### src/rtl/cqd_pkg.sv
// ----------------------------------------------------------------------------
// Circular queue with dump: shared package
// Field widths, operation and result codes, and reset constants used by the
// queue core and its storage.
// ----------------------------------------------------------------------------
package cqd_pkg;

	localparam int VALUE_W      = 32;
	localparam int SLOT_COUNT_W = 5;
	localparam int OP_W         = 2;
	localparam int KIND_W       = 2;
	localparam int DEPTH_DEF    = 16;

	typedef logic [OP_W-1:0]   op_t;
	typedef logic [KIND_W-1:0] kind_t;

	// Operation codes of a request.
	localparam op_t OP_ENQ   = 2'd0;
	localparam op_t OP_DEQ   = 2'd1;
	localparam op_t OP_PRINT = 2'd2;

	// Result kinds.
	localparam kind_t KIND_PRINT     = 2'd0;
	localparam kind_t KIND_OVERFLOW  = 2'd1;
	localparam kind_t KIND_UNDERFLOW = 2'd2;

	localparam logic [SLOT_COUNT_W-1:0] SLOT_COUNT_RST = 5'd16;

endpackage

### src/rtl/circular_queue_with_dump_core.sv
// ----------------------------------------------------------------------------
// Circular queue with dump: top level
// Ring buffer over a configurable number of slots, with slot dumps on print
// and on overflow, an underflow notice, and a halt on either error.
// ----------------------------------------------------------------------------
// A request is taken at a rising edge where start is high and busy is low.
// Enqueue and dequeue requests give no result and leave busy low, so they
// can be issued back to back. A print request, and an enqueue that finds
// the queue full, keep busy high while the dump reads the first q slots,
// q being slot_count clamped to 2..DEPTH, through the single read port of
// the slot memory, one slot per cycle. Each result appears on kind, slot_value
// and last for exactly one cycle with strobe high, after the registered
// memory read and the output register; the receiver cannot hold results off,
// so it must take one result in every cycle that strobe is high. A dequeue
// on an empty queue gives one underflow notice through the same read stage
// and output register. After an overflow or underflow the block halts: requests
// are still taken but have no effect and give no result until reset. A write
// of slot_count keeps busy high while the front and rear indices are reduced
// into the new ring, one subtraction per cycle. Slot contents read as zero
// after reset through per-slot valid bits; no clearing pass is needed.
// ----------------------------------------------------------------------------
module circular_queue_with_dump_core #(
	parameter int DEPTH = cqd_pkg::DEPTH_DEF
) (
	input  logic                               clk,
	input  logic                               arst_n,
	input  logic                               start,
	output logic                               busy,
	input  cqd_pkg::op_t                       operation,
	input  logic signed [cqd_pkg::VALUE_W-1:0] value,
	input  logic                               cfg_we,
	input  logic [cqd_pkg::SLOT_COUNT_W-1:0]   cfg_wdata,
	output logic                               strobe,
	output cqd_pkg::kind_t                     kind,
	output logic signed [cqd_pkg::VALUE_W-1:0] slot_value,
	output logic                               last
);
	import cqd_pkg::*;

	// Index width for the slot memory, and a compare width wide enough for
	// both the ring size and the slot_count register.
	localparam int IW  = $clog2(DEPTH);
	localparam int QW0 = $clog2(DEPTH + 1);
	localparam int CW  = (QW0 > SLOT_COUNT_W) ? QW0 : SLOT_COUNT_W;

	// Configuration and queue state. The raw indices hold the values last
	// written by a request; they are kept as they are across slot_count
	// changes. front_q and rear_q are working copies reduced into the ring.
	logic [SLOT_COUNT_W-1:0] slot_count_q;
	logic [IW-1:0]           front_raw_q;
	logic [IW-1:0]           rear_raw_q;
	logic [IW-1:0]           front_q;
	logic [IW-1:0]           rear_q;
	logic                    halted_q;
	logic                    norm_q;
	logic [DEPTH-1:0]        valid_q;

	// Dump sequencer.
	logic                    dump_q;
	logic [IW-1:0]           cnt_q;
	kind_t                   dkind_q;

	// Read stage: the memory data arrives while these are held.
	logic                    stb_s1;
	kind_t                   kind_s1;
	logic                    last_s1;
	logic                    live_s1;

	// Output registers.
	logic                    strobe_q;
	kind_t                   kind_q;
	logic [VALUE_W-1:0]      slot_value_q;
	logic                    last_q;

	// Ring arithmetic.
	logic [CW-1:0]           sc_ext;
	logic [CW-1:0]           q;
	logic [CW-1:0]           f_ext;
	logic [CW-1:0]           r_ext;
	logic [CW-1:0]           r_plus1;
	logic [CW-1:0]           r_inc;
	logic [CW-1:0]           r_plus2;
	logic [CW-1:0]           r_inc2;
	logic [CW-1:0]           f_plus1;
	logic [CW-1:0]           f_inc;
	logic                    full;
	logic                    empty;
	logic                    last_rd;

	// Request decode.
	logic                    accept;
	logic                    enq_ok;
	logic                    deq_ok;
	logic                    ovf;
	logic                    unf;
	logic                    prt;
	logic                    wr_en;
	logic [IW-1:0]           wr_addr;
	logic [VALUE_W-1:0]      wr_data;
	logic [VALUE_W-1:0]      rd_data;

	// The ring size is slot_count clamped to 2..DEPTH.
	assign sc_ext = CW'(slot_count_q);
	always_comb begin
		if (sc_ext < CW'(2)) begin
			q = CW'(2);
		end else if (sc_ext > CW'(DEPTH)) begin
			q = CW'(DEPTH);
		end else begin
			q = sc_ext;
		end
	end

	// Outside of normalization both indices are already below q, so a wrap
	// is a single compare against q.
	assign f_ext   = CW'(front_q);
	assign r_ext   = CW'(rear_q);
	assign r_plus1 = r_ext + CW'(1);
	assign r_inc   = (r_plus1 == q) ? '0 : r_plus1;
	assign r_plus2 = r_inc + CW'(1);
	assign r_inc2  = (r_plus2 == q) ? '0 : r_plus2;
	assign f_plus1 = f_ext + CW'(1);
	assign f_inc   = (f_plus1 == q) ? '0 : f_plus1;

	// One slot is always kept free: empty when rear is just behind front,
	// full when two behind.
	assign empty = (r_inc == f_ext);
	assign full  = (r_inc2 == f_ext);

	assign last_rd = (CW'(cnt_q) + CW'(1) == q);

	assign busy   = norm_q | dump_q;
	assign accept = start & ~busy;

	always_comb begin
		enq_ok  = 1'b0;
		deq_ok  = 1'b0;
		ovf     = 1'b0;
		unf     = 1'b0;
		prt     = 1'b0;
		wr_en   = 1'b0;
		wr_addr = '0;
		wr_data = '0;
		if (accept && !halted_q) begin
			unique case (operation)
				OP_ENQ: begin
					if (full) begin
						ovf = 1'b1;
					end else begin
						enq_ok  = 1'b1;
						wr_en   = 1'b1;
						wr_addr = r_inc[IW-1:0];
						wr_data = $unsigned(value);
					end
				end
				OP_DEQ: begin
					if (empty) begin
						unf = 1'b1;
					end else begin
						// The front slot is cleared as it is released.
						deq_ok  = 1'b1;
						wr_en   = 1'b1;
						wr_addr = front_q;
						wr_data = '0;
					end
				end
				OP_PRINT: begin
					prt = 1'b1;
				end
				default: begin
				end
			endcase
		end
	end

	cqd_ram #(
		.WIDTH (VALUE_W),
		.DEPTH (DEPTH)
	) u_slots (
		.clk   (clk),
		.we    (wr_en),
		.waddr (wr_addr),
		.wdata (wr_data),
		.raddr (cnt_q),
		.rdata (rd_data)
	);

	// Control state. A slot_count write reloads the working indices from the
	// raw ones, which may lie beyond the new ring; they are brought back by
	// repeated subtraction of q while busy holds requests off.
	always_ff @(posedge clk or negedge arst_n) begin
		if (!arst_n) begin
			slot_count_q <= SLOT_COUNT_RST;
			front_raw_q  <= IW'(1);
			rear_raw_q   <= '0;
			front_q      <= IW'(1);
			rear_q       <= '0;
			halted_q     <= 1'b0;
			norm_q       <= 1'b0;
			valid_q      <= '0;
			dump_q       <= 1'b0;
			cnt_q        <= '0;
			dkind_q      <= KIND_PRINT;
			stb_s1       <= 1'b0;
			strobe_q     <= 1'b0;
		end else begin
			if (cfg_we) begin
				slot_count_q <= cfg_wdata;
				norm_q       <= 1'b1;
				front_q      <= front_raw_q;
				rear_q       <= rear_raw_q;
			end else if (norm_q) begin
				if (f_ext >= q) begin
					front_q <= IW'(f_ext - q);
				end
				if (r_ext >= q) begin
					rear_q <= IW'(r_ext - q);
				end
				if (f_ext < q && r_ext < q) begin
					norm_q <= 1'b0;
				end
			end

			if (wr_en) begin
				valid_q[wr_addr] <= 1'b1;
			end
			if (enq_ok) begin
				rear_q     <= r_inc[IW-1:0];
				rear_raw_q <= r_inc[IW-1:0];
			end
			if (deq_ok) begin
				front_q     <= f_inc[IW-1:0];
				front_raw_q <= f_inc[IW-1:0];
			end
			if (ovf || unf) begin
				halted_q <= 1'b1;
			end

			// The dump walks the slots from index zero, one read per cycle.
			if (ovf || prt) begin
				dump_q  <= 1'b1;
				cnt_q   <= '0;
				dkind_q <= ovf ? KIND_OVERFLOW : KIND_PRINT;
			end else if (dump_q) begin
				cnt_q <= cnt_q + IW'(1);
				if (last_rd) begin
					dump_q <= 1'b0;
				end
			end

			stb_s1   <= dump_q | unf;
			strobe_q <= stb_s1;
		end
	end

	// Result payload. A slot never written since reset reads as zero, and
	// the underflow notice carries zero as well.
	always_ff @(posedge clk) begin
		kind_s1      <= unf ? KIND_UNDERFLOW : dkind_q;
		last_s1      <= unf | last_rd;
		live_s1      <= dump_q & valid_q[cnt_q];
		kind_q       <= kind_s1;
		last_q       <= last_s1;
		slot_value_q <= live_s1 ? rd_data : '0;
	end

	assign strobe     = strobe_q;
	assign kind       = kind_q;
	assign slot_value = $signed(slot_value_q);
	assign last       = last_q;

`ifndef SYNTHESIS
	// Once halted, the block stays halted until reset.
	assert property (@(posedge clk) disable iff (!arst_n) halted_q |=> halted_q)
		else $error("halted flag cleared without reset");

	// With no normalization pending, both indices lie inside the ring.
	assert property (@(posedge clk) disable iff (!arst_n)
		!norm_q |-> (f_ext < q) && (r_ext < q))
		else $error("queue index outside the ring");

	// An underflow notice is always a final result that carries zero.
	assert property (@(posedge clk) disable iff (!arst_n)
		strobe && (kind == KIND_UNDERFLOW) |-> last && (slot_value == '0))
		else $error("malformed underflow notice");

	// A dump is never started while another dump is in flight.
	assert property (@(posedge clk) disable iff (!arst_n)
		dump_q |-> !(ovf || prt || unf))
		else $error("request decoded during a dump");
`endif

endmodule

### src/rtl/cqd_ram.sv
// ----------------------------------------------------------------------------
// Generic single-port-write RAM
// One write port and one read port; read data is registered.
// ----------------------------------------------------------------------------
module cqd_ram #(
	parameter int WIDTH = 32,
	parameter int DEPTH = 16
) (
	input  logic                     clk,
	input  logic                     we,
	input  logic [$clog2(DEPTH)-1:0] waddr,
	input  logic [WIDTH-1:0]         wdata,
	input  logic [$clog2(DEPTH)-1:0] raddr,
	output logic [WIDTH-1:0]         rdata
);

	logic [WIDTH-1:0] mem [DEPTH];

	always_ff @(posedge clk) begin
		if (we) begin
			mem[waddr] <= wdata;
		end
		rdata <= mem[raddr];
	end

endmodule

### config.mk
export PLATFORM = sky130hd
export DESIGN_NAME = circular_queue_with_dump_core
export DESIGN_NICKNAME = d
export VERILOG_FILES = /design/src/rtl/cqd_pkg.sv /design/src/rtl/circular_queue_with_dump_core.sv /design/src/rtl/cqd_ram.sv
export SDC_FILE = /design/constraint.sdc
export NUM_CORES = 1
export LEC_CHECK = 0
export BUFFER_PORTS_ARGS = -buffer_cell sky130_fd_sc_hd__buf_2
export CAP_MARGIN = 20
export CORE_MARGIN = 1.5
export CORE_UTILIZATION = 59
export CTS_CLUSTER_DIAMETER = 50
export CTS_CLUSTER_SIZE = 24
export DETAILED_ROUTE_END_ITERATION = 6
export PLACE_DENSITY_LB_ADDON = 0.2
export RECOVER_POWER = 100
export SLEW_MARGIN = 20
export SYNTH_ARGS = -nofsm -noshare
export SYNTH_HDL_FRONTEND = slang
export SYNTH_SLANG_ARGS = --single-unit
### constraint.sdc
create_clock -name clk -period 13.5 [get_ports clk]
set_input_delay 0.675 -clock clk [delete_from_list [all_inputs] [get_ports clk]]
set_output_delay 0.675 -clock clk [all_outputs]
set_load 0.02 [all_outputs]
After elaboration in Yosys (flattened, before gate mapping)
Memories as Yosys holds them, arrays and structs flattened. A register that Yosys moved wholly into a read port is not among the register bits.
Index checks and enable logic that the tools add are counted.
{"block": "totals", "memories": 1, "out_inout_bits": 37, "inputBits": 43, "ram_bits": 512, "reg_bits": 87, "wordCells": 116}
{"block": "op_classes", "n_eq_ne": 8, "order_cmp": 9, "muxes": 51, "add_sub_neg": 7, "bitwise": 7, "n_reduce_logical": 14}
{"name": "u_slots.mem", "depth": 16, "width": 32, "rd": 1, "rd_clocked_by_memory_dff": 1, "wr": 1, "line": "cqd_ram.sv:17", "source": "logic [WIDTH-1:0] mem [DEPTH];"}
{"op": "$mux W32", "count": 3}
{"op": "$mux W4", "count": 14}
{"op": "$mux W1", "count": 26}
{"op": "$eq A5 B5 Y1", "count": 4}
{"op": "$mux W5", "count": 4}
{"op": "$or A16 B16 Y16", "count": 1}
{"op": "$add A4 B1 Y5 const B", "count": 3}
{"op": "$reduce_bool A3 Y1", "count": 4}
{"op": "$eq A5 B4 Y1", "count": 2}
{"op": "$ge A4 B5 Y1", "count": 2}
{"op": "$lt A4 B5 Y1", "count": 2}
{"op": "$lt A4 B5 Y1 const B", "count": 2}
{"op": "$pmux W4 S2", "count": 1}
{"op": "$sub A4 B4 Y4", "count": 2}
{"op": "$add A5 B1 Y5 const B", "count": 1}
{"op": "$gt A5 B5 Y1 const B", "count": 1}
{"op": "$lt A5 B2 Y1 const B", "count": 1}
{"op": "$add A4 B1 Y4 const B", "count": 1}
{"op": "$bmux W1 S4", "count": 1}
{"op": "$demux W1 S4", "count": 1}
{"op": "$ge A4 B1 Y1 const B", "count": 1}
{"op": "$reduce_and A2 Y1", "count": 2}
{"op": "$logic_and A1 B1 Y1", "count": 3}
{"op": "$or A1 B1 Y1", "count": 3}
{"op": "9 further kinds", "count": 11}

Depth between registers and ports, before layout
{"block": "logic_depth", "depth_word": 17, "ltp_mapped": 22, "depth_no_buf": 17}

Modules after synthesis
Synthesis repeated with hierarchy kept, for this count alone.
{"block": "hier_totals", "cells_unflattened": 1313, "area_unflattened_um2": 24522.3}
{"mod": "cqd_ram", "seq_area_each_um2": 16015.4, "cells_each": 838, "area_per_inst_um2": 19835.3, "instances": 1}
{"mod": "circular_queue_with_dump_core", "seq_area_each_um2": 1960.6, "cells_each": 475, "area_per_inst_um2": 4687.0, "instances": 1}

Least setup slack after synthesis
No wires, ideal clock.
{"block": "synth_timing", "path_kind": "register to register", "from": "register slot_count_q[2] (netlist: sc_ext[2])", "to": "memory u_slots.mem[13][0], enable pin", "t_arrival_ns": 6.727, "stages_incl_launch_ff": 22, "n_path_buf": 4, "path_slack_ns": 6.312, "synth_period_minus_slack_ns": 7.188, "setup_time_ns": 0.461, "t_required_ns": 13.039, "cell_sequence": "dfrtp_1 clkbuf_1 nor3_1 or3b_2 clkbuf_1 inv_1 ha_1 or3_1 buf_2 nor2_1 nor2b_1 ha_1 o21a_1 a31oi_1 o21ai_0 o32a_1 and4_4 a2111oi_4 o211a_2 buf_4 nor2_1 nor3_1"}
{"block": "synth_between", "elab_chain_len": 14, "elab_cells_between_ends": 21, "classes_between": "add/sub: 1; order compare: 2; eq/ne: 4; mux: 14"}
{"item": "from (decl)", "line": "circular_queue_with_dump_core.sv:49", "source": "logic [SLOT_COUNT_W-1:0] slot_count_q;"}
{"item": "from (signal assigned)", "line": "circular_queue_with_dump_core.sv:208", "source": "slot_count_q <= cfg_wdata;"}
{"item": "$gt A5 B5 Y1", "line": "circular_queue_with_dump_core.sv:107", "source": "end else if (sc_ext > CW'(DEPTH)) begin"}
{"item": "$mux W5", "line": "circular_queue_with_dump_core.sv:107"}
{"item": "$mux W5 *", "line": "circular_queue_with_dump_core.sv:105", "source": "if (sc_ext < CW'(2)) begin"}
{"item": "$eq A5 B5 Y1 *", "line": "circular_queue_with_dump_core.sv:119", "source": "assign r_inc = (r_plus1 == q) ? '0 : r_plus1;"}
{"item": "$mux W5 *", "line": "circular_queue_with_dump_core.sv:119"}
{"item": "net r_inc[1]", "line": "circular_queue_with_dump_core.sv:81", "source": "logic [CW-1:0] r_inc;"}
{"item": "$add A5 B1 Y5", "line": "circular_queue_with_dump_core.sv:120", "source": "assign r_plus2 = r_inc + CW'(1);"}
{"item": "$eq A5 B5 Y1", "line": "circular_queue_with_dump_core.sv:121", "source": "assign r_inc2 = (r_plus2 == q) ? '0 : r_plus2;"}
{"item": "$mux W5", "line": "circular_queue_with_dump_core.sv:121"}
{"item": "$eq A5 B4 Y1", "line": "circular_queue_with_dump_core.sv:128", "source": "assign full = (r_inc2 == f_ext);"}
{"item": "$mux W1", "line": "circular_queue_with_dump_core.sv:147", "source": "if (full) begin"}
{"item": "$pmux W1 S2", "line": "circular_queue_with_dump_core.sv:145", "source": "unique case (operation)"}
{"item": "$mux W1", "line": "circular_queue_with_dump_core.sv:144", "source": "if (accept && !halted_q) begin"}
{"item": "$mux W1", "line": "cqd_ram.sv:20", "source": "if (we) begin"}
{"item": "$mux W1 (implied by the code)", "line": "cqd_ram.sv:21", "source": "mem[waddr] <= wdata;"}
{"item": "to (decl)", "line": "cqd_ram.sv:17"}
Mark *: on every way through the listed nets, which the timed path passes. The rest lies on a longest branch.

Final worst setup path
{"block": "layout_timing", "from": "register rear_q[0]", "to": "memory u_slots.mem[8][14], enable pin"}
{"block": "layout_between", "elab_chain_len": 12, "elab_cells_between_ends": 18, "classes_between": "add/sub: 2; eq/ne: 4; mux: 12"}
{"item": "from (decl)", "line": "circular_queue_with_dump_core.sv:53", "source": "logic [IW-1:0] rear_q;"}
{"item": "from (signal assigned)", "line": "circular_queue_with_dump_core.sv:211", "source": "rear_q <= rear_raw_q;"}
{"item": "from (signal assigned)", "line": "circular_queue_with_dump_core.sv:217", "source": "rear_q <= IW'(r_ext - q);"}
{"item": "from (signal assigned)", "line": "circular_queue_with_dump_core.sv:228", "source": "rear_q <= r_inc[IW-1:0];"}
{"item": "$add A4 B1 Y5 *", "line": "circular_queue_with_dump_core.sv:118", "source": "assign r_plus1 = r_ext + CW'(1);"}
{"item": "$eq A5 B5 Y1", "line": "circular_queue_with_dump_core.sv:119"}
{"item": "$mux W5 *", "line": "circular_queue_with_dump_core.sv:119"}
{"item": "net r_inc[1]", "line": "circular_queue_with_dump_core.sv:81"}
{"item": "$add A5 B1 Y5", "line": "circular_queue_with_dump_core.sv:120"}
{"item": "$eq A5 B5 Y1", "line": "circular_queue_with_dump_core.sv:121"}
{"item": "$mux W5", "line": "circular_queue_with_dump_core.sv:121"}
{"item": "$eq A5 B4 Y1", "line": "circular_queue_with_dump_core.sv:128"}
{"item": "$mux W1", "line": "circular_queue_with_dump_core.sv:147"}
{"item": "$pmux W1 S2", "line": "circular_queue_with_dump_core.sv:145"}
{"item": "$mux W1", "line": "circular_queue_with_dump_core.sv:144"}
{"item": "$mux W1", "line": "cqd_ram.sv:20"}
{"item": "$mux W1 (implied by the code)", "line": "cqd_ram.sv:21"}
Marks and branches as above.

==> results.sh <==
export IMPL_relSlewSlack=-1.944
export IMPL_numPortBuffers=79
export IMPL_reg2reg_depth=18
export IMPL_io_pins=80
export IMPL_layout_commonest_cell="edfxtp_1"
export IMPL_num_fill_cells=2905
export IMPL_arrival_ps=9960
export IMPL_min_path_type="input pin to register"
export IMPL_grt_pass1_vias=13730
export IMPL_cts_hold_buffers=0
export IMPL_ctsResizeCount=0
export IMPL_violations="capacitance limit, slew limit"
export IMPL_htree_levels=2
export IMPL_fin_crit_sh=0.7235
export IMPL_grt_max_degree=70
export IMPL_placed_cell_area_um2=26130
export IMPL_rows=75
export IMPL_p_per_area_nw_per_um2=204.4
export IMPL_initial_core_util=0.5970
export IMPL_cts_root_buf="clkbuf_16"
export IMPL_ir_drop_uv=149.7
export IMPL_drc=0
export IMPL_layout_drive_gt1_share=0.1543
export IMPL_ys_types=74
export IMPL_synth_cells=1530
export IMPL_place_gp_congestion=0.9040
export IMPL_clkTransAtPathRegs_ps=80
export IMPL_crit_required_ps=13700
export IMPL_syn_nets=1587
export IMPL_status="finished, violations left"
export IMPL_grt_antenna_before_repair=0
export IMPL_grt_ovfl_total=0
export IMPL_fmax_ghz=0.1024
export IMPL_synth_edf_count=512
export IMPL_syn_to_final_growth_pct=10.39
export IMPL_rsz0062_at_grt="false"
export IMPL_cts_tree="yes"
export IMPL_worstSetupEndpoint="u_slots.mem[8][14]"
export IMPL_drt_iter0_markers=1251
export IMPL_layout_common_cells="edfxtp_1, mux2i_1, nand2_1, o21ai_0, dfxtp_1"
export IMPL_grt_pass1_wl_um=81580
export IMPL_crit_path_end_kind="register"
export IMPL_coreArea_um2=41950
export IMPL_wl_per_cell_um=24.68
export IMPL_slew_viol_final=512
export IMPL_cap_violations=18
export IMPL_numCtsBuffers=46
export IMPL_drt_wl_total_um=53780
export IMPL_dieArea_um2=43690
export IMPL_cp_max_fo=39
export IMPL_worstReg2RegEnd="u_slots.mem[8][14]"
export IMPL_setup_tns_final_ps=0
export IMPL_layout_setup_ws_ps=3732
export IMPL_dpl_worst_slack_ps=6586
export IMPL_synthArstFlopShare=0.07460
export IMPL_ant_nets=0
export IMPL_cts_sinks=630
export IMPL_fp_dieW_um=209.0
export IMPL_vias=13600
export IMPL_hold_viol=0
export IMPL_netlist_area_um2=25040
export IMPL_yosysWarnings=0
export IMPL_cts_buffer_depth=3
export IMPL_synthFlopType="edfxtp_1"
export IMPL_viasPerCell=6.243
export IMPL_clkLatencyLatePin_ps=610
export IMPL_synth_seq_cells=630
export IMPL_fin_area_um2=27640
export IMPL_crit_path_start_kind="register"
export IMPL_cts_setup_buffers=0
export IMPL_p_leak_nw=9.286
export IMPL_reg2reg_from="rear_q[0]"
export IMPL_ys_seq_area_frac=0.7178
export IMPL_grt_usage=0.2497
export IMPL_worst_pin_slew_ps=4416
export IMPL_antenna_cells=0
export IMPL_avgSynthCellArea_um2=16.37
export IMPL_first_pass_iters=6
export IMPL_worst_clock_skew_ps=32.49
export IMPL_finalSetupViolations=0
export IMPL_utilization=0.6590
export IMPL_rrSetupSlack_ps=3730
export IMPL_hpwl_um=30750
export IMPL_min_period_ps=9768
export IMPL_criticalPathCategory="register to register"
export IMPL_crit_path_start="rear_q[0]"
export IMPL_fp_dieH_um=209.0
export IMPL_nNetsFinal=1660
==> flip-flops by register name, summed over array words and instances (netlist names) <==
name,flops
strobe,1
front_raw_q,4
dkind_q,1
rear_q,4
sc_ext,5
u_slots.rdata,32
live_s1,1
u_slots.mem,512
front_q,4
last_s1,1
norm_q,1
stb_s1,1
cnt_q,4
kind_s1,2
slot_value,32
kind,2
rear_raw_q,4
valid_q,16
halted_q,1
dump_q,1
last,1
==> area by class of cell <==
type                    count  area, um2  area share
well taps                 539      674.4     0.02440
clock buffers              48       1190     0.04304
flip-flops and latches    630      17980      0.6505
inverters                  21      78.83    0.002851
repair buffers            111      548.0     0.01982
clock inverters            37      553.0     0.02001
multi-input cells         793       6618      0.2394
==> cells in the mapped netlist (18+ instances only) <==
cell / number / area (um2)
nand2_1: 95 / 356.6
inv_1: 20 / 75.07
and3_1: 36 / 225.2
clkbuf_1: 63 / 236.5
o21ai_0: 80 / 400.4
nand3_1: 18 / 90.09
xnor2_1: 18 / 157.7
a221oi_1: 32 / 280.3
nor2_1: 39 / 146.4
a21oi_1: 42 / 210.2
edfxtp_1: 512 / 15370
mux2_2: 25 / 281.5
buf_1: 19 / 71.32
and2_1: 35 / 219.0
dfrtp_1: 44 / 1101
mux2i_1: 113 / 1131
mux4_2: 69 / 1554
dfxtp_1: 71 / 1421
a22oi_1: 35 / 262.8
==> worst max-delay path, stage by stage, from the launching register on <==
cell	delay [ps]
dfrtp_1	530
ha_1	490
or2_2	320
o221ai_1	300
or3_1	370
nor2_1	190
nor2b_1	420
ha_1	380
inv_1	160
or4_1	480
o21ai_0	180
o32a_1	290
and4_1	270
a2111oi_0	190
o211ai_1	290
clkbuf_1	1630
mux2i_1	540
nor2_1	1300
clkbuf_1	1010
==> routing by layer <==
layer | GRT usage | wire [um]
met1 | 0.3436 | 23210
met2 | 0.4202 | 26670
met3 | 0.03051 | 2501
met4 | 0.07996 | 1394
met5 | 0 | 0
==> power by group <==
group,switching [mW],total (mW),internal [mW]
Sequential,0.141,2.37,2.23
Clock,0.757,1.55,0.796
Combinational,1.00,1.73,0.726
Total,1.90,5.65,3.75
==> cell families after synthesis <==
| group | count (synthesis) | share of synthesized area |
|---|---|---|
| muxes | 212 | 0.1214 |
| and+or+nand+nor | 265 | 0.05226 |
| adders and majority gates | 14 | 0.007594 |
| buffers and inverters | 107 | 0.01634 |
| xor gates and xnor gates | 26 | 0.009643 |
| AOI/OAI and AO/OA | 276 | 0.07494 |
| DFF | 630 | 0.7178 |
==> metrics by stage <==
stage          total power [mW]  hold WS, ps  instances
2_1_floorplan             3.634        309.6       1530
3_3_place_gp              4.102        314.8       2088
3_5_place_dp              4.130        317.8       2088
4_1_cts                   5.675        266.2       2173
5_1_grt                   5.908        303.4       2179
6_report                  5.652        291.3       2179
==> worst min path at each step <==
stage                       startpoint  depth (start not counted)  slack (ps)        end
after detailed placement       last_s1                          0         320       last
after global routing      cfg_wdata[4]                          3         300  sc_ext[4]
after global placement      kind_s1[1]                          0         310    kind[1]
after CTS                 cfg_wdata[4]                          3         270  sc_ext[4]
after floorplan             kind_s1[0]                          0         310    kind[0]
final                     cfg_wdata[4]                          3         290  sc_ext[4]
Note: power is estimated with default switching activity, not from simulation.
